File: src/jbr_pkg.sv
`timescale 1ns / 1ps
// ----------------------------------------------------------------------------
// jbr_pkg
// Shared widths, register codes and types of the jitter buffer resampler.
// ----------------------------------------------------------------------------
package jbr_pkg;

    // ring geometry
    localparam int CAPACITY  = 16384;
    localparam int PTR_W     = $clog2(CAPACITY);
    localparam int CNT_W     = $clog2(CAPACITY + 1);

    // fixed field widths
    localparam int SAMPLE_W  = 16;
    localparam int STEP_W    = 19;
    localparam int LVL_W     = 15;
    localparam int CMP_W     = (CNT_W > LVL_W) ? CNT_W : LVL_W;

    // phase arithmetic, unsigned fixed point with FRAC_BITS fraction bits
    localparam int FRAC_BITS = 16;
    localparam int PHASE_W   = 48;
    localparam int INT_W     = PHASE_W - FRAC_BITS;
    localparam int DIFF_W    = SAMPLE_W + 1;
    // phase bits that can still give an in-range interpolation result
    localparam int MUL_PH_W  = FRAC_BITS + DIFF_W;
    localparam int PROD_W    = DIFF_W + MUL_PH_W + 1;
    localparam int PART_W    = PROD_W - FRAC_BITS;

    localparam logic [SAMPLE_W-1:0] SAMPLE_MAX = {1'b0, {(SAMPLE_W-1){1'b1}}};
    localparam logic [SAMPLE_W-1:0] SAMPLE_MIN = {1'b1, {(SAMPLE_W-1){1'b0}}};

    // stream and register port widths
    localparam int S_TDATA_W  = 24;
    localparam int M_TDATA_W  = 32;
    localparam int CFG_ADDR_W = 3;
    localparam int CFG_DATA_W = STEP_W;

    // action codes
    localparam logic ACT_PUSH   = 1'b0;
    localparam logic ACT_OUTPUT = 1'b1;

    // register indexes
    localparam logic [CFG_ADDR_W-1:0] REG_STEP_NOMINAL    = 3'd0;
    localparam logic [CFG_ADDR_W-1:0] REG_STEP_SLOW       = 3'd1;
    localparam logic [CFG_ADDR_W-1:0] REG_STEP_FAST       = 3'd2;
    localparam logic [CFG_ADDR_W-1:0] REG_LOW_FILL        = 3'd3;
    localparam logic [CFG_ADDR_W-1:0] REG_HIGH_FILL       = 3'd4;
    localparam logic [CFG_ADDR_W-1:0] REG_PREBUFFER_LEVEL = 3'd5;

    // register reset values
    localparam logic [STEP_W-1:0] STEP_NOMINAL_RST    = 19'd10923;
    localparam logic [STEP_W-1:0] STEP_SLOW_RST       = 19'd10813;
    localparam logic [STEP_W-1:0] STEP_FAST_RST       = 19'd11032;
    localparam logic [LVL_W-1:0]  LOW_FILL_RST        = 15'd160;
    localparam logic [LVL_W-1:0]  HIGH_FILL_RST       = 15'd5000;
    localparam logic [LVL_W-1:0]  PREBUFFER_LEVEL_RST = 15'd320;

    // per-word information handed from the control unit to the datapath
    typedef struct packed {
        logic                 valid;
        logic [PHASE_W-1:0]   phase;
        logic [LVL_W-1:0]     fill;
        logic                 primed;
    } item_info_t;

    // control state visible at the top level
    typedef struct packed {
        logic [CNT_W-1:0]     fill;
        logic                 primed;
        logic                 block_active;
    } ctrl_status_t;

    function automatic logic [PTR_W-1:0] next_ptr(input logic [PTR_W-1:0] p);
        return (p == PTR_W'(CAPACITY - 1)) ? '0 : p + PTR_W'(1);
    endfunction

endpackage

File: src/jbr_interp.sv
`timescale 1ns / 1ps
// ----------------------------------------------------------------------------
// jbr_interp
// Interpolation pipeline: multiply, truncate and saturate, output register.
// ----------------------------------------------------------------------------
module jbr_interp (
    input  logic                           aclk,
    input  logic                           aresetn,
    input  logic                           in_accept,
    input  jbr_pkg::item_info_t            item,
    input  logic [jbr_pkg::SAMPLE_W-1:0]   rd_data0,
    input  logic [jbr_pkg::SAMPLE_W-1:0]   rd_data1,
    output logic                           in_ready,
    output logic                           m_tvalid,
    input  logic                           m_tready,
    output logic                           out_valid,
    output logic [jbr_pkg::SAMPLE_W-1:0]   out_sample,
    output logic [jbr_pkg::LVL_W-1:0]      out_fill,
    output logic                           out_primed
);
    import jbr_pkg::*;

    // stage 1: ring data arrives
    logic               p1_v_reg, p1_v_next;
    item_info_t         p1_info_reg;

    // stage 2: product
    logic               p2_v_reg, p2_v_next;
    logic               p2_valid_reg;
    logic [LVL_W-1:0]   p2_fill_reg;
    logic               p2_primed_reg;
    logic [PROD_W-1:0]  p2_prod_reg;
    logic [SAMPLE_W-1:0] p2_s0_reg;
    logic               p2_big_reg;
    logic               p2_dneg_reg;
    logic               p2_dzero_reg;

    // output register
    logic               o_v_reg, o_v_next;
    logic               o_valid_reg;
    logic [SAMPLE_W-1:0] o_sample_reg;
    logic [LVL_W-1:0]   o_fill_reg;
    logic               o_primed_reg;

    logic               o_free, p2_free, p1_free;

    logic signed [DIFF_W-1:0]   diff_c;
    logic signed [MUL_PH_W:0]   ph_lo_c;
    logic signed [PROD_W-1:0]   prod_c;

    logic [PART_W-1:0]  part_c;
    logic               round_up;
    logic [PART_W-1:0]  part_rnd;
    logic [PART_W:0]    sum_c;
    logic               fits;
    logic [SAMPLE_W-1:0] sample_c;

    assign o_free  = !o_v_reg || m_tready;
    assign p2_free = !p2_v_reg || o_free;
    assign p1_free = !p1_v_reg || p2_free;
    assign in_ready = p1_free;

    assign p1_v_next = p1_free ? in_accept : p1_v_reg;
    assign p2_v_next = p2_free ? p1_v_reg : p2_v_reg;
    assign o_v_next  = o_free ? p2_v_reg : o_v_reg;

    always_ff @(posedge aclk) begin
        if (!aresetn) begin
            p1_v_reg <= 1'b0;
            p2_v_reg <= 1'b0;
            o_v_reg  <= 1'b0;
        end else begin
            p1_v_reg <= p1_v_next;
            p2_v_reg <= p2_v_next;
            o_v_reg  <= o_v_next;
        end
    end

    // difference times the phase bits that matter
    always_comb begin
        diff_c  = $signed({rd_data1[SAMPLE_W-1], rd_data1})
                - $signed({rd_data0[SAMPLE_W-1], rd_data0});
        ph_lo_c = $signed({1'b0, p1_info_reg.phase[MUL_PH_W-1:0]});
        prod_c  = diff_c * ph_lo_c;
    end

    always_ff @(posedge aclk) begin
        if (in_accept) begin
            p1_info_reg <= item;
        end
    end

    always_ff @(posedge aclk) begin
        if (p2_free && p1_v_reg) begin
            p2_valid_reg  <= p1_info_reg.valid;
            p2_fill_reg   <= p1_info_reg.fill;
            p2_primed_reg <= p1_info_reg.primed;
            p2_prod_reg   <= prod_c;
            p2_s0_reg     <= rd_data0;
            p2_big_reg    <= |p1_info_reg.phase[PHASE_W-1:MUL_PH_W];
            p2_dneg_reg   <= diff_c[DIFF_W-1];
            p2_dzero_reg  <= (diff_c == '0);
        end
    end

    // truncate toward zero, add, saturate
    always_comb begin
        part_c   = p2_prod_reg[PROD_W-1:FRAC_BITS];
        round_up = p2_prod_reg[PROD_W-1] && (|p2_prod_reg[FRAC_BITS-1:0]);
        part_rnd = part_c + PART_W'(round_up);
        sum_c    = {{(PART_W-SAMPLE_W+1){p2_s0_reg[SAMPLE_W-1]}}, p2_s0_reg}
                 + {part_rnd[PART_W-1], part_rnd};
        fits     = (&sum_c[PART_W:SAMPLE_W-1]) || !(|sum_c[PART_W:SAMPLE_W-1]);
        if (!p2_valid_reg) begin
            sample_c = '0;
        end else if (p2_big_reg) begin
            // phase far past one: any slope runs off the range
            if (p2_dzero_reg) begin
                sample_c = p2_s0_reg;
            end else begin
                sample_c = p2_dneg_reg ? SAMPLE_MIN : SAMPLE_MAX;
            end
        end else if (fits) begin
            sample_c = sum_c[SAMPLE_W-1:0];
        end else begin
            sample_c = sum_c[PART_W] ? SAMPLE_MIN : SAMPLE_MAX;
        end
    end

    always_ff @(posedge aclk) begin
        if (o_free && p2_v_reg) begin
            o_valid_reg  <= p2_valid_reg;
            o_sample_reg <= sample_c;
            o_fill_reg   <= p2_fill_reg;
            o_primed_reg <= p2_primed_reg;
        end
    end

    assign m_tvalid   = o_v_reg;
    assign out_valid  = o_valid_reg;
    assign out_sample = o_sample_reg;
    assign out_fill   = o_fill_reg;
    assign out_primed = o_primed_reg;

endmodule
File: config.mk
export PLATFORM = sky130hd
export DESIGN_NAME = jbr_interp
export DESIGN_NICKNAME = d
export VERILOG_FILES = /design/src/jbr_pkg.sv /design/src/jbr_interp.sv
export SDC_FILE = /design/constraint.sdc
export NUM_CORES = 2
export LEC_CHECK = 0
export ABC_AREA = 1
export BUFFER_PORTS_ARGS = -buffer_cell sky130_fd_sc_hd__buf_2
export CORE_UTILIZATION = 65
export DETAILED_ROUTE_END_ITERATION = 10
export GPL_ROUTABILITY_DRIVEN = 0
export PLACE_DENSITY_LB_ADDON = 0.25
export SKIP_LAST_GASP = 1
export SYNTH_ARGS = -nofsm -noshare
export SYNTH_HDL_FRONTEND = slang
export SYNTH_SLANG_ARGS = --single-unit
export TNS_END_PERCENT = 5
File: constraint.sdc
create_clock -name aclk -period 10.4 [get_ports aclk]
set_clock_uncertainty 0.15 [all_clocks]
set_input_delay 0.52 -clock aclk [delete_from_list [all_inputs] [get_ports aclk]]
set_output_delay 0.52 -clock aclk [all_outputs]
set_load 0.005 [all_outputs]
; Word-level counts from Yosys, hierarchy flattened
; Index checks and enable logic that the tools add are counted.
[totals]
elab_cells = 44
in_bits = 101
register_bits = 188
[op_classes]
n_mul = 1
n_mux = 5
reduce_logical = 16
add_sub_neg = 3
[op_table]
columns = operator, n
row1 = 2-to-1 mux 16 bit, 5
row2 = multiplier 17 x 34 -> 51 bit, 1
row3 = adder 16 x 35 -> 36 bit, 1
row4 = adder 35 x 1 -> 35 bit, 1
row5 = AND reduction 21 bit, 1
row6 = OR reduction 21 bit, 1
row7 = logical NOT 17 bit, 1
row8 = subtractor 16 x 16 -> 17 bit, 1
row9 = OR reduction 16 bit, 1
row10 = OR reduction 15 bit, 1
row11 = logical NOT 1 bit, 4
row12 = logical OR 1 bit, 4
row13 = logical AND 1 bit, 3

; Depth between registers and ports, before layout
[logic_depth]
word_depth = 9
mapped_depth = 44

; Worst setup path before layout
; No wires, ideal clock.
[synth_path]
path_type = input-to-reg
from = input rd_data1[0] in the netlist's numbering
to = register p2_prod_reg[44], data pin
t_arrival_ps = 7078
cell_stages = 41
setup_time_ps = 259
required_time_ps = 9991
setup_slack_ps = 2913
cell_sequence = inv_1 -> ha_1 -> fa_1 -> inv_1 -> nand2_1 -> nand2_1 -> nand2_1 -> nand2_1 -> nand2_1 -> nand2_1 -> nand2_1 -> o21ai_0 -> or2_2 -> nand2_1 -> inv_1 -> clkbuf_1 -> nand2_1 -> fa_1 -> [... 5 more ...] -> fa_1 -> fa_1 -> inv_1 -> fa_1 -> inv_1 -> ha_1 -> a21o_1 -> a31oi_1 -> o21ai_0 -> nand2_1 -> nand3_1 -> nand2_1 -> nand2_1 -> a21boi_0 -> inv_1 -> nand2_1 -> nand3_1 -> xor2_1
[synth_via]
elab_chain_len = 2
[synth_lines]
columns = item, line_no
row1 = start: declaration, jbr_interp.sv:12  ; input logic [jbr_pkg::SAMPLE_W-1:0] rd_data1,
row2 = subtractor 16 x 16 -> 17 bit, jbr_interp.sv:82  ; - $signed({rd_data0[SAMPLE_W-1], rd_data0});
row3 = multiplier 17 x 34 -> 51 bit, jbr_interp.sv:84  ; prod_c = diff_c * ph_lo_c;
row4 = via prod_c[44], jbr_interp.sv:49  ; logic signed [PROD_W-1:0] prod_c;
row5 = end signal: assignment, jbr_interp.sv:98  ; p2_prod_reg <= prod_c;
row6 = end: declaration, jbr_interp.sv:32  ; logic [PROD_W-1:0] p2_prod_reg;
; The timed path passes the listed nets, and every way through them passes these cells.
; A chain may end at the register's enable or synchronous reset.

; Final worst setup path
[layout_path]
from = input rd_data0[0] in the netlist's numbering
to = register p2_prod_reg[50], data pin
[layout_via]
elab_chain_len = 2
[layout_lines]
columns = item, line_no
row1 = start: declaration, jbr_interp.sv:11  ; input logic [jbr_pkg::SAMPLE_W-1:0] rd_data0,
row2 = subtractor 16 x 16 -> 17 bit, jbr_interp.sv:82
row3 = multiplier 17 x 34 -> 51 bit, jbr_interp.sv:84
row4 = via prod_c[50], jbr_interp.sv:49
; The timed path passes the listed nets, and every way through them passes these cells.

==> results.sh <==
export IMPL_timing_final_crit_share_pct=85.2
export IMPL_synth_seq_cells=188
export IMPL_cts_resized=0
export IMPL_cts_buffers_inserted=17
export IMPL_synthAdderAreaFrac_pct=41.6
export IMPL_synth_warnings=0
export IMPL_cts_max_path_buffers=2
export IMPL_drive_gt1_share_pct=7.19
export IMPL_dp_hpwl_mm=62.5
export IMPL_num_antenna_cells=0
export IMPL_start_util_pct=66.4
export IMPL_syn_num_nets=4282
export IMPL_crit_path_max_incr_delay_ps=860
export IMPL_synth_cells=3502
export IMPL_whs_ps=41.4
export IMPL_wire_per_inst_um=18.2
export IMPL_tns_ps=0
export IMPL_yosys_area_share_simple_pct=19.2
export IMPL_syn_area_per_cell_um2=8.24
export IMPL_cp_required_ps=10490
export IMPL_cts_hold_buf=0
export IMPL_worst_pin_slew_ps=1060
export IMPL_nets=4367
export IMPL_clk_insertion_delay_late_ps=490
export IMPL_wl_mm=76.4
export IMPL_finalSetupViolCount=0
export IMPL_ant_nets=0
export IMPL_utilization_pct=70.6
export IMPL_grt_usage_pct=35.6
export IMPL_synthDistinctLibCells=52
export IMPL_crit_top_cell="nand2_1"
export IMPL_startpoint_type="input port"
export IMPL_synth_top_family_by_area="adder cells"
export IMPL_synth_xor_area_share_pct=2.96
export IMPL_overflow=0
export IMPL_critical_path_class="in -> reg"
export IMPL_synthToLayoutAreaGrowth_pct=6.31
export IMPL_cts_root_buf="clkbuf_16"
export IMPL_antenna_found_initial=0
export IMPL_hold_path_class="in -> reg"
export IMPL_fp_dieH_um=213
export IMPL_async_flop_share_pct=0
export IMPL_largest_reg_flops=65
export IMPL_die_w_um=213
export IMPL_ys_flop_type="edfxtp_1"
export IMPL_viasPerCell=5.65
export IMPL_first_iter_violations=2261
export IMPL_worst_slack_ps=1540
export IMPL_cap_violations=0
export IMPL_synth_compound_area_share_pct=4.25
export IMPL_drt_pass1_iter_count=6
export IMPL_cp_max_fo=22
export IMPL_grt_pass1_vias=24300
export IMPL_numPortBuffers=135
export IMPL_rsz0062_at_grt="false"
export IMPL_grt_pass1_wl_mm=122
export IMPL_arrival_ps=8960
export IMPL_seq_area_frac_synth_pct=19.5
export IMPL_synth_mux_area_share_pct=0
export IMPL_finalHoldViolations=0
export IMPL_tritoncts="built"
export IMPL_max_slew_margin_rel_pct=29.4
export IMPL_status="complete, no violations"
export IMPL_syn_area_um2=28900
export IMPL_post_cts_setup_buffers=0
export IMPL_cts_sinks=188
export IMPL_cp_top_family="adder cells"
export IMPL_vias=23700
export IMPL_final_common_cell="inv_1"
export IMPL_end_kind="register"
export IMPL_num_io_pins=136
export IMPL_dieArea_um2=45300
export IMPL_finalCriticalPeriod_ps=8860
export IMPL_pre_cts_slack_ps=1350
export IMPL_core_area_um2=43500
export IMPL_clkTransAtPathRegs_ps=90
export IMPL_rows=76
export IMPL_synth_edf_count=185
export IMPL_slew_violations=0
export IMPL_grt_max_degree=67
export IMPL_cp_num_buf_inv=7
export IMPL_drc=0
export IMPL_max_freq_mhz=113
export IMPL_final_cell_mix="inv_1 (858), nand2_1 (852), fa_1 (466), nor2_1 (333), ha_1 (213)"
export IMPL_h_tree_depth=4
export IMPL_cp_slowest_cell="inv_1"
path summary, 6_finish.rpt:
kind,from,endpoint,slack (ps),cells past startpoint
worst min register to register,p2_fill_reg[13],out_fill[13],260,0
worst max-delay path,rd_data0[0],p2_prod_reg[50],1540,38
worst min-delay path,item[43],p1_info_reg[43],40,1
worst max register to register,p1_info_reg[31],p2_prod_reg[50],3450,23
cell usage after synthesis, types with 2 or more instances:
cell | number | area share [%]
xor2_1 | 62 | 1.9
nand3_1 | 73 | 1.3
buf_2 | 2 | 0.035
o21bai_1 | 4 | 0.10
buf_4 | 2 | 0.052
or2_2 | 11 | 0.24
dfxtp_1 | 3 | 0.21
clkbuf_1 | 80 | 1.0
and2_1 | 6 | 0.13
xnor2_1 | 32 | 0.97
a21o_1 | 6 | 0.16
nand2_2 | 19 | 0.41
o21a_1 | 9 | 0.23
a21oi_1 | 112 | 1.9
nor3_2 | 4 | 0.14
nand4_1 | 18 | 0.39
o22ai_1 | 3 | 0.065
nor3_1 | 18 | 0.31
nor2_4 | 2 | 0.078
inv_2 | 6 | 0.078
nor4_1 | 12 | 0.26
clkinv_1 | 5 | 0.065
nand3b_1 | 4 | 0.10
nand3_2 | 4 | 0.14
a221oi_1 | 2 | 0.061
a21oi_2 | 11 | 0.33
edfxtp_1 | 185 | 19
a31oi_1 | 5 | 0.11
nor2_1 | 333 | 4.3
ha_1 | 213 | 9.2
inv_1 | 859 | 11
nor2_2 | 10 | 0.22
o221ai_1 | 2 | 0.061
nand2_1 | 852 | 11
nor4_2 | 2 | 0.087
fa_1 | 466 | 32
o21ai_0 | 46 | 0.80
o21ai_1 | 3 | 0.052
xor2_2 | 2 | 0.11
a21boi_0 | 2 | 0.052
cell type report:
| class | count | area (um2) |
|---|---|---|
| inverters | 870 | 3270 |
| multi-input cells | 2358 | 19600 |
| flip-flops and latches | 188 | 5620 |
| fillers | 3373 | 12800 |
| well taps | 585 | 732 |
| repair buffers | 152 | 803 |
| clock inverters | 15 | 201 |
| clock buffers | 17 | 425 |
per-layer routing:
| layer | GRT usage (%) | part of all wire (%) | up-vias |
|---|---|---|---|
| met2 | 58.2 | 48 | 1310 |
| met1 | 44.8 | 37 | 11500 |
| li1 | - | - | 10600 |
| met4 | 16.5 | 4.7 | 0 |
| met3 | 8.53 | 10 | 258 |
| met5 | 0 | 0 | - |
logic make-up (layout without fill, tap and decap cells):
family / after synthesis / count (layout)
and+or+nand+nor: 1369 / 1369
DFF: 188 / 188
xor gates and xnor gates: 96 / 96
adders and majority gates: 679 / 679
AOI/OAI and AO/OA: 214 / 214
buffers and inverters: 956 / 1054
worst reg2reg max path, stage by stage, from the launching register on:
cell	delay, ps
edfxtp_1	800
nand2_1	200
fa_1	570
inv_1	60
fa_1	530
inv_1	50
fa_1	510
inv_1	70
fa_1	490
fa_1	490
inv_1	50
fa_1	470
inv_1	40
ha_1	340
a21o_1	200
a31oi_1	200
o21ai_0	150
nand2_1	90
nand3_1	160
a21oi_1	470
o21ai_0	270
nand4_1	130
nand2_1	70
xnor2_1	150
per-stage QoR:
| stage | cells | instance area [um2] |
|---|---|---|
| floorplan | 3502 | 28900 |
| global placement | 4153 | 30100 |
| detailed placement | 4153 | 30100 |
| CTS | 4185 | 30700 |
| global route | 4185 | 30700 |
| finish | 4185 | 30700 |
Power is not shown: default switching activity piles up to over one toggle a cycle in this logic, so the estimate is an artifact.
