--- src/jbr_pkg.sv ---
`timescale 1ns / 1ps
// ----------------------------------------------------------------------------
// jbr_pkg
// Shared widths, register codes and types of the jitter buffer resampler.
// ----------------------------------------------------------------------------
package jbr_pkg;

    // ring geometry
    localparam int CAPACITY  = 16384;
    localparam int PTR_W     = $clog2(CAPACITY);
    localparam int CNT_W     = $clog2(CAPACITY + 1);

    // fixed field widths
    localparam int SAMPLE_W  = 16;
    localparam int STEP_W    = 19;
    localparam int LVL_W     = 15;
    localparam int CMP_W     = (CNT_W > LVL_W) ? CNT_W : LVL_W;

    // phase arithmetic, unsigned fixed point with FRAC_BITS fraction bits
    localparam int FRAC_BITS = 16;
    localparam int PHASE_W   = 48;
    localparam int INT_W     = PHASE_W - FRAC_BITS;
    localparam int DIFF_W    = SAMPLE_W + 1;
    // phase bits that can still give an in-range interpolation result
    localparam int MUL_PH_W  = FRAC_BITS + DIFF_W;
    localparam int PROD_W    = DIFF_W + MUL_PH_W + 1;
    localparam int PART_W    = PROD_W - FRAC_BITS;

    localparam logic [SAMPLE_W-1:0] SAMPLE_MAX = {1'b0, {(SAMPLE_W-1){1'b1}}};
    localparam logic [SAMPLE_W-1:0] SAMPLE_MIN = {1'b1, {(SAMPLE_W-1){1'b0}}};

    // stream and register port widths
    localparam int S_TDATA_W  = 24;
    localparam int M_TDATA_W  = 32;
    localparam int CFG_ADDR_W = 3;
    localparam int CFG_DATA_W = STEP_W;

    // action codes
    localparam logic ACT_PUSH   = 1'b0;
    localparam logic ACT_OUTPUT = 1'b1;

    // register indexes
    localparam logic [CFG_ADDR_W-1:0] REG_STEP_NOMINAL    = 3'd0;
    localparam logic [CFG_ADDR_W-1:0] REG_STEP_SLOW       = 3'd1;
    localparam logic [CFG_ADDR_W-1:0] REG_STEP_FAST       = 3'd2;
    localparam logic [CFG_ADDR_W-1:0] REG_LOW_FILL        = 3'd3;
    localparam logic [CFG_ADDR_W-1:0] REG_HIGH_FILL       = 3'd4;
    localparam logic [CFG_ADDR_W-1:0] REG_PREBUFFER_LEVEL = 3'd5;

    // register reset values
    localparam logic [STEP_W-1:0] STEP_NOMINAL_RST    = 19'd10923;
    localparam logic [STEP_W-1:0] STEP_SLOW_RST       = 19'd10813;
    localparam logic [STEP_W-1:0] STEP_FAST_RST       = 19'd11032;
    localparam logic [LVL_W-1:0]  LOW_FILL_RST        = 15'd160;
    localparam logic [LVL_W-1:0]  HIGH_FILL_RST       = 15'd5000;
    localparam logic [LVL_W-1:0]  PREBUFFER_LEVEL_RST = 15'd320;

    // per-word information handed from the control unit to the datapath
    typedef struct packed {
        logic                 valid;
        logic [PHASE_W-1:0]   phase;
        logic [LVL_W-1:0]     fill;
        logic                 primed;
    } item_info_t;

    // control state visible at the top level
    typedef struct packed {
        logic [CNT_W-1:0]     fill;
        logic                 primed;
        logic                 block_active;
    } ctrl_status_t;

    function automatic logic [PTR_W-1:0] next_ptr(input logic [PTR_W-1:0] p);
        return (p == PTR_W'(CAPACITY - 1)) ? '0 : p + PTR_W'(1);
    endfunction

endpackage

--- src/jbr_ctrl.sv ---
`timescale 1ns / 1ps
// ----------------------------------------------------------------------------
// jbr_ctrl
// Register file, ring pointers, fill count, phase and block state.
// ----------------------------------------------------------------------------
module jbr_ctrl (
    input  logic                            aclk,
    input  logic                            aresetn,
    input  logic                            cfg_we,
    input  logic [jbr_pkg::CFG_ADDR_W-1:0]  cfg_addr,
    input  logic [jbr_pkg::CFG_DATA_W-1:0]  cfg_wdata,
    input  logic                            in_accept,
    input  logic                            in_action,
    input  logic [jbr_pkg::SAMPLE_W-1:0]    in_pcm,
    input  logic                            in_last,
    input  logic                            in_first,
    output logic                            wr_en,
    output logic [jbr_pkg::PTR_W-1:0]       wr_addr,
    output logic [jbr_pkg::SAMPLE_W-1:0]    wr_data,
    output logic                            rd_en,
    output logic [jbr_pkg::PTR_W-1:0]       rd_addr0,
    output logic [jbr_pkg::PTR_W-1:0]       rd_addr1,
    output jbr_pkg::item_info_t             item,
    output jbr_pkg::ctrl_status_t           status
);
    import jbr_pkg::*;

    logic [STEP_W-1:0]  step_nom_reg, step_slow_reg, step_fast_reg;
    logic [LVL_W-1:0]   low_fill_reg, high_fill_reg, prebuf_reg;

    logic [PTR_W-1:0]   rp_reg, rp_next;
    logic [PTR_W-1:0]   wp_reg, wp_next;
    logic [CNT_W-1:0]   fill_reg, fill_next;
    logic [PHASE_W-1:0] phase_reg, phase_next;
    logic               primed_reg, primed_next;
    logic               active_reg, active_next;
    logic [STEP_W-1:0]  bstep_reg, bstep_next;

    logic               full;
    logic [CNT_W-1:0]   fill_push;
    logic [PTR_W-1:0]   rp_inc;
    logic               has_two;
    logic               blk_on;
    logic [STEP_W-1:0]  sel_step;
    logic [STEP_W-1:0]  step_use;
    logic [PHASE_W-1:0] ph_sum;
    logic [INT_W-1:0]   ph_int;
    logic [CNT_W-1:0]   fill_m1;
    logic [CNT_W-1:0]   k;
    logic [PTR_W:0]     rp_sum;
    logic [PTR_W-1:0]   rp_adv;
    logic               out_valid_c;

    // register writes
    always_ff @(posedge aclk) begin
        if (!aresetn) begin
            step_nom_reg  <= STEP_NOMINAL_RST;
            step_slow_reg <= STEP_SLOW_RST;
            step_fast_reg <= STEP_FAST_RST;
            low_fill_reg  <= LOW_FILL_RST;
            high_fill_reg <= HIGH_FILL_RST;
            prebuf_reg    <= PREBUFFER_LEVEL_RST;
        end else if (cfg_we) begin
            unique case (cfg_addr)
                REG_STEP_NOMINAL:    step_nom_reg  <= cfg_wdata[STEP_W-1:0];
                REG_STEP_SLOW:       step_slow_reg <= cfg_wdata[STEP_W-1:0];
                REG_STEP_FAST:       step_fast_reg <= cfg_wdata[STEP_W-1:0];
                REG_LOW_FILL:        low_fill_reg  <= cfg_wdata[LVL_W-1:0];
                REG_HIGH_FILL:       high_fill_reg <= cfg_wdata[LVL_W-1:0];
                REG_PREBUFFER_LEVEL: prebuf_reg    <= cfg_wdata[LVL_W-1:0];
                default: ;
            endcase
        end
    end

    always_comb begin
        rp_next     = rp_reg;
        wp_next     = wp_reg;
        fill_next   = fill_reg;
        phase_next  = phase_reg;
        primed_next = primed_reg;
        active_next = active_reg;
        bstep_next  = bstep_reg;
        wr_en       = 1'b0;
        rd_en       = 1'b0;
        out_valid_c = 1'b0;

        // push path: drop the oldest word when the ring is full
        full      = (fill_reg == CNT_W'(CAPACITY));
        fill_push = (full ? CNT_W'(CAPACITY - 1) : fill_reg) + CNT_W'(1);
        rp_inc    = next_ptr(rp_reg);

        // output path
        has_two  = (fill_reg >= CNT_W'(2));
        blk_on   = in_first ? (primed_reg && has_two) : active_reg;
        if (CMP_W'(fill_reg) < CMP_W'(low_fill_reg)) begin
            sel_step = step_slow_reg;
        end else if (CMP_W'(fill_reg) > CMP_W'(high_fill_reg)) begin
            sel_step = step_fast_reg;
        end else begin
            sel_step = step_nom_reg;
        end
        step_use = in_first ? sel_step : bstep_reg;
        ph_sum   = phase_reg + PHASE_W'(step_use);
        ph_int   = ph_sum[PHASE_W-1:FRAC_BITS];
        fill_m1  = fill_reg - CNT_W'(1);
        // whole samples consumed, limited so one sample stays buffered
        k        = (ph_int > INT_W'(fill_m1)) ? fill_m1 : CNT_W'(ph_int);
        rp_sum   = {1'b0, rp_reg} + (PTR_W+1)'(k);
        rp_adv   = (rp_sum >= (PTR_W+1)'(CAPACITY)) ?
                   PTR_W'(rp_sum - (PTR_W+1)'(CAPACITY)) : rp_sum[PTR_W-1:0];

        if (in_accept) begin
            if (in_action == ACT_PUSH) begin
                wr_en     = 1'b1;
                wp_next   = next_ptr(wp_reg);
                fill_next = fill_push;
                if (full) begin
                    rp_next = rp_inc;
                end
                if (in_last && (CMP_W'(fill_push) >= CMP_W'(prebuf_reg))) begin
                    primed_next = 1'b1;
                end
            end else begin
                rd_en = 1'b1;
                if (in_first) begin
                    active_next = blk_on;
                    if (blk_on) begin
                        bstep_next = sel_step;
                    end
                end
                if (blk_on) begin
                    if (!has_two) begin
                        // underrun: playback starts over
                        rp_next     = '0;
                        wp_next     = '0;
                        fill_next   = '0;
                        phase_next  = '0;
                        primed_next = 1'b0;
                        active_next = 1'b0;
                    end else begin
                        out_valid_c = 1'b1;
                        phase_next  = ph_sum - (PHASE_W'(k) << FRAC_BITS);
                        rp_next     = rp_adv;
                        fill_next   = fill_reg - k;
                    end
                end
            end
        end
    end

    always_ff @(posedge aclk) begin
        if (!aresetn) begin
            rp_reg     <= '0;
            wp_reg     <= '0;
            fill_reg   <= '0;
            phase_reg  <= '0;
            primed_reg <= 1'b0;
            active_reg <= 1'b0;
            bstep_reg  <= '0;
        end else begin
            rp_reg     <= rp_next;
            wp_reg     <= wp_next;
            fill_reg   <= fill_next;
            phase_reg  <= phase_next;
            primed_reg <= primed_next;
            active_reg <= active_next;
            bstep_reg  <= bstep_next;
        end
    end

    assign wr_addr  = wp_reg;
    assign wr_data  = in_pcm;
    assign rd_addr0 = rp_reg;
    assign rd_addr1 = rp_inc;

    assign item.valid  = out_valid_c;
    assign item.phase  = phase_reg;
    assign item.fill   = LVL_W'(fill_next);
    assign item.primed = primed_next;

    assign status.fill         = fill_reg;
    assign status.primed       = primed_reg;
    assign status.block_active = active_reg;

endmodule

--- config.mk ---
export PLATFORM = sky130hd
export DESIGN_NAME = jbr_ctrl
export DESIGN_NICKNAME = d
export VERILOG_FILES = /design/src/jbr_pkg.sv /design/src/jbr_ctrl.sv
export SDC_FILE = /design/constraint.sdc
export NUM_CORES = 1
export LEC_CHECK = 0
export BUFFER_PORTS_ARGS = -buffer_cell sky130_fd_sc_hd__buf_2
export CAP_MARGIN = 20
export CORE_MARGIN = 2
export CORE_UTILIZATION = 58
export CTS_CLUSTER_SIZE = 14
export DETAILED_ROUTE_END_ITERATION = 8
export GPL_TIMING_DRIVEN = 0
export PLACE_DENSITY_LB_ADDON = 0.08
export SLEW_MARGIN = 10
export SYNTH_ARGS = -nofsm -noshare
export SYNTH_HDL_FRONTEND = slang
export SYNTH_SLANG_ARGS = --single-unit
--- constraint.sdc ---
create_clock -name aclk -period 14.99 [get_ports aclk]
set_clock_uncertainty 0.05 [all_clocks]
set_input_delay 2.998 -clock aclk [delete_from_list [all_inputs] [get_ports aclk]]
set_output_delay 2.998 -clock aclk [all_outputs]
set_load 0.02 [all_outputs]
## Yosys cells after proc, flatten, opt, wreduce, memory -nomap -nowiden

Cells that the tools add are included.

- Register bits: 214
- Output and inout port bits: 142

- $add $sub $neg: 9
- $lt $le $gt $ge: 6
- Equality and inequality tests: 10
- Multiplexer cells: 37
- Reductions and logical operators: 15

Operators by type and width:

| operator | count |
|---|---|
| $mux 14 | 10 |
| $mux 15 | 6 |
| $mux 19 | 3 |
| $add 48x19->48 | 1 |
| $mux 48 | 1 |
| $sub 48x31->48 | 1 |
| $gt 32x15->1 | 1 |
| $add 14x1->14 const B | 2 |
| $eq 14x14->1 const B | 2 |
| $mux 1 | 17 |
| $add 14x15->15 | 1 |
| $add 15x1->15 const B | 1 |
| $eq 15x15->1 const B | 1 |
| $ge 15x15->1 | 1 |
| $ge 15x15->1 const B | 1 |
| $ge 15x2->1 const B | 1 |
| $gt 15x15->1 | 1 |
| $lt 15x15->1 | 1 |
| $sub 15x1->15 const B | 1 |
| $sub 15x15->15 | 1 |
| $reduce_and 2->1 | 7 |
| $sub 14x1->14 const B | 1 |
| $reduce_and 3->1 | 3 |
| $eq 3x2->1 const B | 2 |
| 8 further kinds | 10 |

## Logic depth before layout (Yosys ltp)

Gate-level depths: netlist of run 1.

- Depth in word-level cells: 13
- Mapped depth: 55

## Least setup slack after synthesis of run 1

Ideal clock, no wire load.

- Path kind: input-to-output
- Start: in in_first
- End: out item[15] (netlist name)
- Arrival time: 11.601 ns
- Setup slack: 0.341 ns
- Cell stages on the path: 39
- Path through: clkbuf_1 -> clkbuf_1 -> mux2i_1 -> ha_1 -> a211oi_1 -> o21bai_2 -> o211ai_2 -> nand3_2 -> o21ai_1 -> nand2b_1 -> xor2_1 -> inv_1 -> ha_1 -> o21ai_0 -> nand2b_1 -> a21oi_1 -> a21oi_1 -> a221oi_2 -> [... 3 more ...] -> clkbuf_1 -> o21ai_0 -> ha_1 -> inv_1 -> fa_1 -> a21o_1 -> a21oi_1 -> o21bai_1 -> a21oi_1 -> o21ai_0 -> a211o_1 -> a21oi_1 -> o21bai_1 -> a2111oi_0 -> a21oi_1 -> o21ai_1 -> xnor2_1 -> o21ai_0

RTL lines:

| element | RTL line | source |
|---|---|---|
| start: declaration | jbr_ctrl.sv:16 | `input logic in_first,` |
| end: declaration | jbr_ctrl.sv:23 | `output jbr_pkg::item_info_t item,` |

==> run summary, run 1 <==
Initial antenna violation count = 0
Min-delay worst type = reg2reg
Post-Synth XOR/XNOR Area = 0.0800
Slowest CP cell = fa_1
Crit path launch type = primary input
Met1 usage = 0.446
Fin. Hold Viols = 0
Status = finished clean
Post-synth EDFFs = 0
Total gr overflow = 0
Sequential fraction of the synthesis area = 0.286
Maximum vdd drop = 0.0769 mV
Post-synthesis mux area share = 0.0267
Drt first-iter violations = 1576
Vias in the first global route = 13.8k
Crit-path max FO = 13
Largest family of logic cells by synthesized area = simple AND/OR/NAND/NOR gates
P&R area growth vs syn = 16.1%
Fin crit period = 14.55 ns
Setup violations, final = 0
LEAKAGE = 7.75 nW
Final period util = 0.971
Critical path's top delay family = compound AO/OA/AOI/OAI gates
Max reg flops = 48
Estimated wirelength of the detail-placed design = 36500 um
CP Capture Type = output port
Die Area = 27100 um^2
DRC viols = 0
Synth Area in Compound Gates = 0.203
Area of the multi-input gates = 9950 um^2
GP Congestion = 0.967
Power density cells = 78.7 nW/um^2
Simple-Gate Fraction of Synth Area = 0.233
Via count = 15.2k
Layout cell share with drive strength beyond 1 = 0.146
Top Usage Layer GRT = met2
Ys async rst share = 0
Later-pin clock latency in the skew report = 0.56 ns
Max stage delay on crit path = 0.39 ns
Post-detailed-route count of antenna-violating nets = 0
IO Pins = 187
Yosys warns = 0
CP required = 11.94 ns
Commonest register cell after synthesis = dfxtp_1
Arrival time at the worst endpoint = 11.51 ns
Largest net degree at the start of global routing = 14
Yosys reg bits = 214
Peak Freq = 68.7 MHz
Vias per cell = 6.00
Synth Area per Inst = 7.55 um^2
Post-Syn Area = 15000 um^2
Die X = 165 um
Register area = 4290 um^2
Syn nets = 2157
CP Class = in2out
ANT cells = 0
Commonest cells after routing, fill and taps aside = nand2_1, dfxtp_1, a21oi_1, buf_2, ha_1
Cts bufs inserted = 25
Pre-antenna DRT Iters = 5
Root buffer cell = clkbuf_16
Met2 usage = 0.566
Final instance area = 17400 um^2
Dpl ws = -1.92 ns
Synth Area in Adders = 0.109
Site row count = 58
Slew @ Worst Pin = 0.860 ns
CTS tree = yes
DIE HEIGHT = 165 um
Placed cell area = 16300 um^2
Filler instances = 2232
Clock transition at path regs = 0.06 ns
Post-synth cell types = 89
Slew margin rel. = 0.424
Setup WS post-layout = 0.436 ns
Clock Path Buffers = 3
Commonest non-fill, non-tap cell in the layout = nand2_1
Met3 Track Usage GR = 0.0445
# Max-Cap Violations = 0
Gr usage total = 0.343
Global-route wire length before repair = 72900 um
Critical path buffer and inverter count = 6
IO Port Bufs = 170
Final Max Tran Viols = 0
Clock sinks = 214
Mapped Cells = 1984
Wire per inst = 18.8 um
H-tree depth = 1
Core Util, Final = 0.689
Final wirelength = 47700 um
Core Box Area = 25300 um^2
Initial Util = 0.593
Nets@finish = 2359
repair_timing:
item                       CTS  global route
hold buffers                 0             0
setup buffers                3             5
setup endpoints to repair   14             3
pin swaps                    2             7
resized for setup           33            36
final timing paths:
kind	start	to	slack, ns	depth (start not counted)
worst max-delay path	in_first	item[15]	0.44	40
worst min-delay path	step_fast_reg[0]$_SDFFE_PN0P_	step_fast_reg[0]$_SDFFE_PN0P_	0.40	2
worst max register to register	fill_reg[1]$_SDFF_PN0_	phase_reg[46]$_SDFFE_PN0P_	3.87	49
worst min register to register	step_fast_reg[0]$_SDFFE_PN0P_	step_fast_reg[0]$_SDFFE_PN0P_	0.40	2
where the power goes:
group          internal, mW  switching, mW  total, mW
Combinational        0.0440         0.0840      0.128
Clock                 0.400          0.259      0.659
Sequential            0.576        0.00460      0.581
Total                  1.02          0.348       1.37
cell families (layout without fill, tap and decap cells):
group                      count (synthesis)  in the layout
DFF                                      214            214
muxes                                     40             40
xor gates and xnor gates                 136            136
and+or+nand+nor                          756            756
adders and majority gates                128            128
AOI/OAI and AO/OA                        483            483
buffers and inverters                    227            446
per-layer routing:
layer | routed length (um) | vias to the layer above | part of all wire
met5 | 0 | - | 0
met4 | 2300 | 0 | 0.048
met3 | 3570 | 125 | 0.075
met2 | 21900 | 689 | 0.46
met1 | 20000 | 7099 | 0.42
li1 | - | 7291 | -
cells in the mapped netlist (all sizes together), types with 7 or more instances:
cell,instances,area (um^2)
o211ai,20,155
nand4,20,131
a211oi,13,110
and3,31,199
o21bai,7,56.3
nor2,114,430
nor2b,16,100
nor3,27,135
a22oi,14,105
ha,124,1550
clkbuf,74,278
and4,9,81.3
o21a,19,143
a21oi,187,943
or3,12,75.1
o21ai,107,543
a21o,41,308
nand3,99,518
inv,118,443
xor2,50,445
mux2i,40,400
and2,21,134
buf,33,205
dfxtp,214,4280
nand2,370,1390
nand2b,14,87.6
a31oi,11,75.1
xnor2,86,753
through the flow:
stage / setup TNS [ns] / total power [mW] / std cells / hold WS, ns
CTS: 0 / 1.37 / 2529 / 0.403
finish: 0 / 1.37 / 2533 / 0.402
global placement: -7.98 / 0.714 / 2484 / 0.383
global route: -0.00767 / 1.41 / 2533 / 0.420
floorplan: 0 / 0.674 / 1984 / 0.375
detailed placement: -7.71 / 0.716 / 2484 / 0.392
layout make-up:
type,instances,share of cell area
Multi-Input combinational cell,1543,0.572
Sequential cell,214,0.247
Timing Repair Buffer,179,0.0528
Clock buffer,33,0.0406
Buffer,103,0.0281
Inverter,120,0.0260
Tap cell,330,0.0237
Clock inverter,11,0.0100
worst reg2reg max path, delay by kind of cell, from the launching register on:
family,cells,cell delay [ns]
buffers and inverters,6,1.03
multiplexers,1,0.19
AND/OR/NAND/NOR,12,2.58
XOR/XNOR,1,0.14
flip-flops,1,0.37
AO/OA/AOI/OAI,24,4.97
adder cells (fa/ha/maj),5,1.65
Note: power is estimated with default switching activity, not from simulation.
==> inputs of run 2 (changes only) <==
--- a/config.mk
+++ b/config.mk
@@ -10,3 +10,3 @@
 export CORE_MARGIN = 2
-export CORE_UTILIZATION = 58
+export CORE_UTILIZATION = 54
 export CTS_CLUSTER_SIZE = 14
@@ -15,2 +15,3 @@
 export PLACE_DENSITY_LB_ADDON = 0.08
+export SKIP_CTS_REPAIR_TIMING = 1
 export SLEW_MARGIN = 10
==> constraint.sdc (replaced) <==
create_clock -name aclk -period 13.3 [get_ports aclk]
set_clock_uncertainty 0.05 [all_clocks]
set_input_delay 1.33 -clock aclk [delete_from_list [all_inputs] [get_ports aclk]]
set_output_delay 1.33 -clock aclk [all_outputs]
set_load 0.02 [all_outputs]
==> run 2 against run 1 <==
Against the previous run: die area increased by 7.2%; via count down 1.2%; first-iteration DRC count down 20%; register-to-register slack worse by 1.7 ns; final cell count grew 2.3%; total power up 10%; utilization is 4.2 points lower; hold slack improved by 0.00065 ns; flip-flop and latch count unchanged; wire length grew 0.24%; sequential power increased by 13%.
==> run summary, run 2 (synthesized netlist as in run 1, its figures left out) <==
IO Port Bufs = 170 (unchanged)
R2R depth = 49 (unchanged)
Clock transition at path regs = 0.06 ns (about the same)
Vias per cell = 5.80 (was 6.00)
Later-pin clock latency in the skew report = 0.55 ns (was 0.56 ns)
Clock Path Buffers = 3 (unchanged)
Filler instances = 2473 (was 2232)
Gr usage total = 0.317 (was 0.343)
Setup violations, final = 0 (unchanged)
Total Power = 1.51 mW (was 1.37 mW)
Final wirelength = 47800 um (was 47700 um)
Core Box Area = 27100 um^2 (was 25300 um^2)
Reg2reg start = fill_reg[1]$_SDFF_PN0_ (unchanged)
# Max-Cap Violations = 0 (unchanged)
Die X = 171 um (was 165 um)
Peak Freq = 78.5 MHz
Vias in the first global route = 13.7k (was 13.8k)
R2R Setup Slk = 2.16 ns (was 3.87 ns)
CP Capture Type = output port (unchanged)
Critical path's top delay family = compound AO/OA/AOI/OAI gates (unchanged)
Slew @ Worst Pin = 0.893 ns (was 0.860 ns)
Total gr overflow = 0 (unchanged)
Global-route wire length before repair = 72800 um (was 72900 um)
Min-delay worst type = reg2reg (unchanged)
Setup WS post-layout = 0.568 ns (was 0.436 ns)
Wire per inst = 18.5 um (was 18.8 um)
Crit path launch type = flip-flop (was primary input)
Final Max Tran Viols = 0 (unchanged)
Slew margin rel. = 0.403 (was 0.424)
Largest net degree at the start of global routing = 14 (unchanged)
DRC viols = 0 (unchanged)
Post-detailed-route count of antenna-violating nets = 0 (unchanged)
IO Pins = 187 (unchanged)
Site row count = 60 (was 58)
Commonest non-fill, non-tap cell in the layout = nand2_1 (unchanged)
Via count = 15.0k (was 15.2k)
Setup crit end = item[15] (unchanged)
CP dominant cell by count = a21o_1
Arrival time at the worst endpoint = 11.35 ns (was 11.51 ns)
Max stage delay on crit path = 0.40 ns (was 0.39 ns)
Max reg flops = 48 (unchanged)
FF-to-FF End = phase_reg[46]$_SDFFE_PN0P_ (unchanged)
Fin crit period = 12.73 ns
Status = finished clean (unchanged)
LEAKAGE = 7.78 nW (was 7.75 nW)
Levels on crit path = 51 (was 40)
P&R area growth vs syn = 16.9% (was 16.1%)
Register area = 4290 um^2 (unchanged)
Final period util = 0.957
Crit-path max FO = 10 (was 13)
Maximum vdd drop = 0.102 mV (was 0.0769 mV)
Crit path from = fill_reg[1]$_SDFF_PN0_ (was in_first)
Cts bufs inserted = 25 (unchanged)
Slowest CP cell = nor4b_4 (was fa_1)
Power density cells = 86.0 nW/um^2 (was 78.7 nW/um^2)
Initial antenna violation count = 0 (unchanged)
Area of the multi-input gates = 9980 um^2 (was 9950 um^2)
Root buffer cell = clkbuf_16 (unchanged)
Core Util, Final = 0.646 (was 0.689)
Dpl ws = -1.91 ns (was -1.92 ns)
Drt first-iter violations = 1268 (was 1576)
Clock sinks = 214 (unchanged)
CP required = 11.92 ns (was 11.94 ns)
Layout cell share with drive strength beyond 1 = 0.152 (was 0.146)
Initial Util = 0.553 (was 0.593)
Critical path buffer and inverter count = 8 (was 6)
CTS tree = yes (unchanged)
CP Class = reg2out (was in2out)
Die Area = 29100 um^2 (was 27100 um^2)
Nets@finish = 2372 (was 2359)
ANT cells = 0 (unchanged)
Fin. Hold Viols = 0 (unchanged)
Pre-antenna DRT Iters = 7 (was 5)
GP Congestion = 0.938 (was 0.967)
Estimated wirelength of the detail-placed design = 36600 um (was 36500 um)
H-tree depth = 1 (unchanged)
Commonest cells after routing, fill and taps aside = nand2_1, dfxtp_1, a21oi_1 (was nand2_1, dfxtp_1, a21oi_1, buf_2, ha_1)
DIE HEIGHT = 171 um (was 165 um)
run 2: tightest hold or removal path, delay by kind of cell (launching register included):
kind	cells	cell delay [ns]
DFF	1	0.31
and+or+nand+nor	1	0.05
AOI/OAI and AO/OA	1	0.05
run 2: final cells by class:
cell class / instances / share of cell area
multi-input combinational: 1543 / 0.570
sequential: 214 / 0.245
clock buffer: 31 / 0.0393
tap: 372 / 0.0266
timing repair buffer: 191 / 0.0576
clock inverter: 15 / 0.00857
inverter: 120 / 0.0259
buffer: 104 / 0.0275
run 2: power by group:
group	internal (mW)	leakage, nW	switching, mW
sequential	0.649	1.73	0.00516
combinational	0.0501	5.63	0.0943
clock	0.409	0.421	0.298
run 2: how the worst min path moves through the flow:
stage,from,end,cells after the start
2_1_floorplan,bstep_reg[0]$_SDFFE_PN0P_,bstep_reg[0]$_SDFFE_PN0P_,2
3_3_place_gp,bstep_reg[16]$_SDFFE_PN0P_,bstep_reg[16]$_SDFFE_PN0P_,2
3_5_place_dp,bstep_reg[5]$_SDFFE_PN0P_,bstep_reg[5]$_SDFFE_PN0P_,2
4_1_cts,step_slow_reg[17]$_SDFFE_PN0P_,step_slow_reg[17]$_SDFFE_PN0P_,2
5_1_grt,step_slow_reg[10]$_SDFFE_PN0P_,step_slow_reg[10]$_SDFFE_PN0P_,2
6_report,step_slow_reg[15]$_SDFFE_PN0P_,step_slow_reg[15]$_SDFFE_PN0P_,2
run 2: per-stage QoR:
stage	cells	area [um^2]	setup TNS, ns	hold slack, ns
4_1_cts	2573	17200	-17.48	0.403
6_report	2590	17500	0	0.403
3_3_place_gp	2526	16300	-8.77	0.383
3_5_place_dp	2527	16300	-9.26	0.392
2_1_floorplan	1984	15000	0	0.375
5_1_grt	2590	17500	-0.0695	0.417
run 2: routing by layer:
layer / wire [um] / track usage / vias up
li1: - / - / 7331
met1: 20700 / 0.410 / 6996
met2: 21700 / 0.527 / 581
met3: 3040 / 0.0400 / 119
met4: 2360 / 0.144 / 0
met5: 0 / 0 / -
==> inputs of run 3 (changes only) <==
- CORE_ASPECT_RATIO: unset -> 0.6
- REMOVE_ABC_BUFFERS: unset -> 1
==> run 3 against run 2 <==
Against the previous run: final area shrank 2.9%; via count shrank 2.7%; final cell count shrank 4.8%; sequential power is essentially flat; count of clock-buffer cells in the layout shrank 1; global-route usage grew 0.35 points; critical path depth is the same; largest cell class unchanged; largest power group unchanged; highest routed layer unchanged.
==> run summary, run 3 (synthesized netlist as in run 1, its figures left out) <==
Final wirelength = 47700 um (was 47800 um)
Vias in the first global route = 13.2k (was 13.7k)
Vias per cell = 5.93 (was 5.80)
Core Util, Final = 0.621 (was 0.646)
Setup TNS = 0 ns (unchanged)
Cts bufs inserted = 23 (was 25)
Commonest cells after routing, fill and taps aside = nand2_1, dfxtp_1, a21oi_1 (unchanged)
Fin. Hold Viols = 0 (unchanged)
Clock transition at path regs = 0.06 ns (about the same)
Wire per inst = 19.3 um (was 18.5 um)
Global-route wire length before repair = 74100 um (was 72800 um)
IO Port Bufs = 154 (was 170)
R2R depth = 50 (was 49)
Initial antenna violation count = 0 (unchanged)
Pre-antenna DRT Iters = 5 (was 7)
Initial Util = 0.547 (was 0.553)
CP Class = reg2out (unchanged)
Placed cell area = 16000 um^2 (was 16300 um^2)
Maximum vdd drop = 0.115 mV (was 0.102 mV)
Drt first-iter violations = 1519 (was 1268)
Site row count = 47 (was 60)
Crit-path max FO = 36 (was 10)
Die X = 219 um (was 171 um)
GP Congestion = 0.927 (was 0.938)
Later-pin clock latency in the skew report = 0.54 ns (was 0.55 ns)
Commonest non-fill, non-tap cell in the layout = nand2_1 (unchanged)
Placed Instances = 2410 (was 2527)
FF-to-FF End = phase_reg[46]$_SDFFE_PN0P_ (unchanged)
Setup violations, final = 0 (unchanged)
Nets@finish = 2258 (was 2372)
CP dominant cell by count = o21a_1 (was a21o_1)
IO Pins = 187 (unchanged)
Max reg flops = 48 (unchanged)
Final non-filler cell total = 2465 (was 2590)
Gr usage total = 0.320 (was 0.317)
Filler instances = 2533 (was 2473)
Dpl ws = -1.10 ns (was -1.91 ns)
Fin crit period = 12.68 ns (was 12.73 ns)
Min Hold Slack = 0.401 ns (was 0.403 ns)
Clock sinks = 214 (unchanged)
Estimated wirelength of the detail-placed design = 35000 um (was 36600 um)
ANT cells = 0 (unchanged)
Min-delay worst type = reg2reg (unchanged)
Total Power = 1.48 mW (was 1.51 mW)
DRC viols = 0 (unchanged)
Final period util = 0.954 (was 0.957)
Slowest CP cell = xor2_1 (was nor4b_4)
Hold_sp = step_slow_reg[17]$_SDFFE_PN0P_ (was step_slow_reg[15]$_SDFFE_PN0P_)
R2R Setup Slk = 2.40 ns (was 2.16 ns)
Arrival time at the worst endpoint = 11.30 ns (was 11.35 ns)
# Max-Cap Violations = 0 (unchanged)
Worst Hold Depth = 2 (unchanged)
Status = finished clean (unchanged)
Crit path launch type = flip-flop (unchanged)
CP Capture Type = output port (unchanged)
Area of the multi-input gates = 9930 um^2 (was 9980 um^2)
CP required = 11.92 ns (about the same)
DIE HEIGHT = 133 um (was 171 um)
Register area = 4290 um^2 (about the same)
Hold EP = step_slow_reg[17]$_SDFFE_PN0P_ (was step_slow_reg[15]$_SDFFE_PN0P_)
Via count = 14.6k (was 15.0k)
Final Max Tran Viols = 0 (unchanged)
Max stage delay on crit path = 0.49 ns (was 0.40 ns)
Peak Freq = 78.9 MHz (was 78.5 MHz)
Root buffer cell = clkbuf_16 (unchanged)
Power density cells = 87.0 nW/um^2 (was 86.0 nW/um^2)
Setup WS post-layout = 0.618 ns (was 0.568 ns)
Slew @ Worst Pin = 0.905 ns (was 0.893 ns)
Layout cell share with drive strength beyond 1 = 0.134 (was 0.152)
CTS tree = yes (unchanged)
P&R area growth vs syn = 13.5% (was 16.9%)
Post-detailed-route count of antenna-violating nets = 0 (unchanged)
Die Area = 29100 um^2 (about the same)
Slew margin rel. = 0.396 (was 0.403)
Final instance area = 17000 um^2 (was 17500 um^2)
Core Box Area = 27400 um^2 (was 27100 um^2)
Clock Path Buffers = 3 (unchanged)
Largest net degree at the start of global routing = 103 (was 14)
LEAKAGE = 7.50 nW (was 7.78 nW)
Reg2reg start = fill_reg[1]$_SDFF_PN0_ (unchanged)
H-tree depth = 1 (unchanged)
Total gr overflow = 0 (unchanged)
-- run 3: cell types whose count changed in the layout (fill, tap and decap cells not counted), moves of 4 or more --
cell,before,now
buf_2,179,154
buf_4,42,19
buf_1,8,0
o21ai_0,88,96
clkbuf_1,67,4
o21ai_1,11,5
clkinv_2,9,2
a21oi_2,7,3
a21oi_1,180,184
-- run 3: cell type report --
type	instances	share of cell area
Clock buffer	30	0.0371
Clock inverter	8	0.00860
Inverter	120	0.0270
Multi-Input combinational cell	1544	0.584
Sequential cell	214	0.252
Tap cell	367	0.0270
Timing Repair Buffer	182	0.0642
-- run 3: how the worst max path moves through the flow --
stage | cells after the start | startpoint | to | slack [ns]
global placement | 47 | fill_reg[1]$_SDFF_PN0_ | item[15] | -1.33
finish | 51 | fill_reg[1]$_SDFF_PN0_ | item[15] | 0.62
global route | 51 | fill_reg[1]$_SDFF_PN0_ | item[15] | -0.06
CTS | 48 | fill_reg[1]$_SDFF_PN0_ | item[15] | -1.77
floorplan | 48 | fill_reg[1]$_SDFF_PN0_ | item[15] | 1.28
detailed placement | 48 | fill_reg[1]$_SDFF_PN0_ | item[15] | -1.10
-- run 3: per-layer routing --
layer / global-route usage / wire, um
met1: 0.504 / 23500
met2: 0.436 / 18800
met3: 0.0703 / 4460
met4: 0.0698 / 968
met5: 0 / 0
-- run 3: worst max-delay path: cells and delay by family, from the launching register on --
kind	cells	cell delay (ns)
xor+xnor	2	0.61
buf+inv	4	0.67
compound gates	30	5.86
fa+ha+maj	5	1.65
mux	2	0.34
simple gates	8	1.13
flops	1	0.47
-- run 3: report_power, final --
| part | switching [mW] | internal [mW] |
|---|---|---|
| logic | 0.0868 | 0.0451 |
| clock network | 0.283 | 0.411 |
| registers | 0.00518 | 0.649 |
| total | 0.375 | 1.10 |
